[src/hw/rtl/pip_pkg.sv]
package pip_pkg;

  localparam int COORD_BITS  = 16;
  localparam int MAX_CORNERS = 64;
  localparam int ADDR_W      = $clog2(MAX_CORNERS);
  localparam int CNT_W       = $clog2(MAX_CORNERS + 1);
  localparam int DIFF_W      = COORD_BITS + 1;
  localparam int PROD_W      = 2 * DIFF_W;

  localparam logic MODE_WRITE = 1'b0;
  localparam logic MODE_QUERY = 1'b1;

  typedef logic signed [COORD_BITS-1:0] coord_t;

  // one corner read from the store, handed to the edge pipeline
  typedef struct packed {
    logic   vld;
    logic   first;  // corner n-1, only seeds the previous-corner register
    coord_t x;
    coord_t y;
  } pip_edge_req_t;

  typedef struct packed {
    logic busy;  // any edge still in flight
    logic hit;   // an edge crosses left of the point
  } pip_edge_sts_t;

endpackage

[src/hw/rtl/pip_edge.sv]
module pip_edge (
  input  logic                   clk,
  input  logic                   rst_n,
  input  pip_pkg::pip_edge_req_t req,
  input  pip_pkg::coord_t        px,
  input  pip_pkg::coord_t        py,
  output pip_pkg::pip_edge_sts_t sts
);
  import pip_pkg::*;

  coord_t                    prev_x_r;
  coord_t                    prev_y_r;

  coord_t                    xi;
  coord_t                    yi;
  coord_t                    xj;
  coord_t                    yj;
  logic                      straddle;
  logic signed [DIFF_W-1:0]  dy_nxt;
  logic signed [DIFF_W-1:0]  dx_nxt;
  logic signed [DIFF_W-1:0]  t_nxt;
  logic signed [DIFF_W-1:0]  u_nxt;

  logic                      s1_vld_r;
  logic signed [DIFF_W-1:0]  dy_r;
  logic signed [DIFF_W-1:0]  dx_r;
  logic signed [DIFF_W-1:0]  t_r;
  logic signed [DIFF_W-1:0]  u_r;

  logic                      s2_vld_r;
  logic                      dy_pos_r;
  logic signed [PROD_W-1:0]  pa_r;
  logic signed [PROD_W-1:0]  pb_r;

  logic                      hit_r;
  logic                      left;

  always_comb begin
    xi = $signed(req.x);
    yi = $signed(req.y);
    xj = prev_x_r;
    yj = prev_y_r;
    // half-open rule on the point's y
    straddle = ((yi < py) && (yj >= py)) || ((yj < py) && (yi >= py));
    dy_nxt = DIFF_W'(yj) - DIFF_W'(yi);
    dx_nxt = DIFF_W'(xj) - DIFF_W'(xi);
    t_nxt  = DIFF_W'(py) - DIFF_W'(yi);
    u_nxt  = DIFF_W'(px) - DIFF_W'(xi);
  end

  // crossing left of px: t*dx/dy < u, sign of dy picks the direction
  assign left = dy_pos_r ? (pa_r < pb_r) : (pb_r < pa_r);

  always_ff @(posedge clk) begin
    if (req.vld) begin
      prev_x_r <= xi;
      prev_y_r <= yi;
    end
    dy_r     <= dy_nxt;
    dx_r     <= dx_nxt;
    t_r      <= t_nxt;
    u_r      <= u_nxt;
    pa_r     <= t_r * dx_r;
    pb_r     <= u_r * dy_r;
    dy_pos_r <= !dy_r[DIFF_W-1];
  end

  always_ff @(posedge clk) begin
    if (!rst_n) begin
      s1_vld_r <= 1'b0;
      s2_vld_r <= 1'b0;
      hit_r    <= 1'b0;
    end else begin
      s1_vld_r <= req.vld && !req.first && straddle;
      s2_vld_r <= s1_vld_r;
      hit_r    <= s2_vld_r && left;
    end
  end

  assign sts.busy = s1_vld_r || s2_vld_r || hit_r;
  assign sts.hit  = hit_r;

endmodule

[config.mk]
export PLATFORM = sky130hd
export DESIGN_NAME = pip_edge
export DESIGN_NICKNAME = d
export VERILOG_FILES = /design/src/hw/rtl/pip_pkg.sv /design/src/hw/rtl/pip_edge.sv
export SDC_FILE = /design/constraint.sdc
export NUM_CORES = 2
export LEC_CHECK = 0
export BUFFER_PORTS_ARGS = -buffer_cell sky130_fd_sc_hd__buf_2
export CAP_MARGIN = 20
export CORE_UTILIZATION = 60
export DETAILED_ROUTE_END_ITERATION = 8
export MAX_ROUTING_LAYER = met4
export PLACE_DENSITY = 0.83
export SKIP_CTS_REPAIR_TIMING = 1
export SLEW_MARGIN = 15
export SYNTH_ARGS = -nofsm -noshare
export SYNTH_HDL_FRONTEND = slang
export SYNTH_SLANG_ARGS = --single-unit
[constraint.sdc]
create_clock -name clk -period 8.6 [get_ports clk]
set_clock_uncertainty 0.2 [all_clocks]
set_input_delay 0.43 -clock clk [delete_from_list [all_inputs] [get_ports clk]]
set_output_delay 0.43 -clock clk [all_outputs]
set_load 0.05 [all_outputs]
==> flow_summary.json <==
{
  "min_from": "req[16]",
  "hold_path.class": "in -> reg",
  "finalCritPeriodShare_pct": 78.5,
  "clk_latency_ps": 460,
  "nets": 4104,
  "synthAdderAreaFrac_pct": 52.4,
  "cap_viol_max_count": 0,
  "vias": 21200,
  "worstReg2RegEnd": "pa_r[32]",
  "numCtsBuffers": 17,
  "synth_mux_area_share_pct": 0.0338,
  "num_rows": 81,
  "route.detailed.drc": 0,
  "grt-ovfl-total": 0,
  "die_x_um": 224,
  "track_usage_pct": 29.6,
  "slowest_stage": "fa_1",
  "htree_levels": 4,
  "gp_congestion": 0.951,
  "start_kind": "flop",
  "slew_headroom_pct": 35.8,
  "antenna_found_initial": 5,
  "viasPerCell": 5.51,
  "syn-mean-instance-area_um2": 9.49,
  "slowest_delay_ps": 920,
  "worstPathArrival_ps": 6950,
  "area_delta_synth_final_pct": 5.96,
  "dp_hpwl_mm": 54.7,
  "routedWlPerCell_um": 17.6,
  "synth_area_leaders": "fa_1 (40%), ha_1 (12%), dfxtp_1 (9.5%), inv_1 (9.0%), and2_1 (6.3%)",
  "clock_sinks": 172,
  "grt_pass1_vias": 23100,
  "synth_compound_area_share_pct": 6.56,
  "die_area_um2": 50200,
  "initial_core_util_pct": 60.7,
  "wl_met1_mm": 27.0,
  "worst_pin_slew_ps": 961,
  "finalSetupViolations": 0,
  "grt_pass1_wl_mm": 113,
  "synth-seq-cells": 172,
  "r2r_start": "dx_r[3]",
  "synthXorXnorAreaFrac_pct": 3.55,
  "worstPathCellList": "nand2_1, inv_1, fa_1, fa_1, fa_1, fa_1, fa_1, inv_1, fa_1, inv_1, ha_1, a21o_1, a21oi_1, o21bai_1, a31oi_1, a21oi_1, a2111o_1, a21oi_1, xnor2_1",
  "path_max_fanout": 17,
  "clkSlewWorstSetupHoldPaths_ps": 70,
  "synth_edf_count": 32,
  "synth_top_area_share_pct": 40.3,
  "ff2ff_setup_slack_ps": 1850,
  "holdPathEnd": "prev_x_r[0]",
  "drt_first_pass_iters": 7,
  "die_y_um": 224,
  "yosysMostFrequentCell": "inv_1",
  "syn-num-nets": 4066,
  "outcome": "finished clean",
  "slew_viol_final": 0,
  "hold_viol": 0,
  "synth_top_cell_by_area": "fa_1",
  "synthTopCellsByCount": "inv_1 (709), fa_1 (596), nand2_1 (310)",
  "synthCells": 3117,
  "hold_depth": 1,
  "worstSetupPathType": "reg -> reg",
  "synth_top_family_by_area": "adder cells",
  "grt_max_degree": 34,
  "synthSimpleGateAreaFrac_pct": 14.7,
  "finalSetupTns_ps": 0,
  "fmax_ghz": 0.148,
  "cts-root-buf": "clkbuf_16",
  "drt_iter0_markers": 1400,
  "totalWireLength_mm": 67.4,
  "core_um2": 48700,
  "io_buffers": 69,
  "netlist_area_um2": 29600,
  "drive_gt1_share_pct": 3.79,
  "io_pins": 70,
  "wl_met3_mm": 3.97,
  "highest-signal-layer": "met4",
  "clk_path_buf_depth": 2,
  "wl_met2_mm": 34.5,
  "rsz0062_at_grt": "no",
  "cts_tree": "done",
  "synth-async-reset-ratio_pct": 0,
  "synth_cell_types": 71,
  "ys.flop_type": "dfxtp_1",
  "fin_crit_ps": 6750,
  "endpoint_kind": "flop",
  "ys_warn_count": 0,
  "ant_nets": 0,
  "cp.required_ps": 8790,
  "yosysSeqAreaShare_pct": 12.7,
  "worst_path_most_repeated_cell": "fa_1",
  "reg2regPathDepth": 19
}
==> cells in the final DEF, fill, tap and decap left out, types with 30 or more instances in the layout <==
cell type / synthesis / final
dfxtp_1: 140 / 140
nand3_1: 30 / 30
and2_1: 296 / 296
xnor2_1: 94 / 94
ha_1: 285 / 285
a21o_1: 38 / 38
o21ai_0: 30 / 30
edfxtp_1: 32 / 32
inv_1: 709 / 709
a21oi_1: 94 / 94
nand2_1: 310 / 310
fa_1: 596 / 596
buf_2: 0 / 69
nor2_1: 93 / 93
==> per-layer routing <==
| metal | vias to the layer above | global-route usage [%] |
|---|---|---|
| met5 | - | - |
| met4 | 0 | 9.52 |
| met3 | 162 | 4.91 |
| met2 | 666 | 49.9 |
| met1 | 10800 | 36.2 |
| li1 | 9569 | - |
==> cell type report <==
| type | count | area [um^2] |
|---|---|---|
| clock inverter | 15 | 166 |
| antenna | 7 | 17.5 |
| multi-input combinational | 2157 | 22900 |
| sequential | 172 | 3760 |
| tap | 664 | 831 |
| clock buffer | 17 | 425 |
| fill | 3853 | 17400 |
| inverter | 709 | 2660 |
| timing repair buffer | 98 | 631 |
==> per-stage QoR <==
stage / hold WS (ps) / cells / utilization, % / setup slack [ps] / cell area, um^2
2_1_floorplan: 212 / 3117 / - / 2450 / 29600
3_3_place_gp: 252 / 3773 / 62.5 / 2090 / 30500
3_5_place_dp: 288 / 3773 / 62.5 / 1930 / 30500
4_1_cts: -59.0 / 3805 / 63.7 / 1890 / 31100
5_1_grt: 4.95 / 3837 / 64.3 / 1530 / 31300
6_report: 4.32 / 3839 / 64.3 / 1850 / 31400
==> state kept, by name (all words and copies together), names as in the netlist <==
register	count
dy_pos_r	1
u_r	17
t_r	17
hit_r	1
pa_r	34
prev_x_r	16
dy_r	17
prev_y_r	16
s1_vld_r	1
pb_r	34
s2_vld_r	1
dx_r	17
==> worst max-delay path: cells and delay by family (launching register included) <==
| family | cells | cell delay, ps |
|---|---|---|
| fa+ha+maj | 7 | 3780 |
| compound gates | 7 | 1320 |
| flops | 1 | 800 |
| buf+inv | 3 | 220 |
| simple gates | 1 | 210 |
| xor+xnor | 1 | 140 |
==> worst max path at each step <==
stage | startpoint | to | slack (ps) | depth (start not counted)
6_report | dx_r[3] | pa_r[32] | 1850 | 19
5_1_grt | t_r[14] | pa_r[31] | 1530 | 20
4_1_cts | dy_r[8] | pb_r[32] | 1890 | 22
3_5_place_dp | dy_r[8] | pb_r[32] | 1930 | 22
3_3_place_gp | dx_r[2] | pa_r[32] | 2090 | 19
2_1_floorplan | t_r[16] | pa_r[32] | 2450 | 20
==> logic make-up (layout without fill, tap and decap cells) <==
group,count (synthesis),count (layout)
mux,1,1
compound gates,293,293
other cells,0,7
fa+ha+maj,881,881
flops,172,172
buf+inv,788,839
xor+xnor,120,120
simple gates,862,862
Power is left out: the tool's default activity adds up to more than one toggle a clock period on the data nets, which glitch-free logic cannot reach.
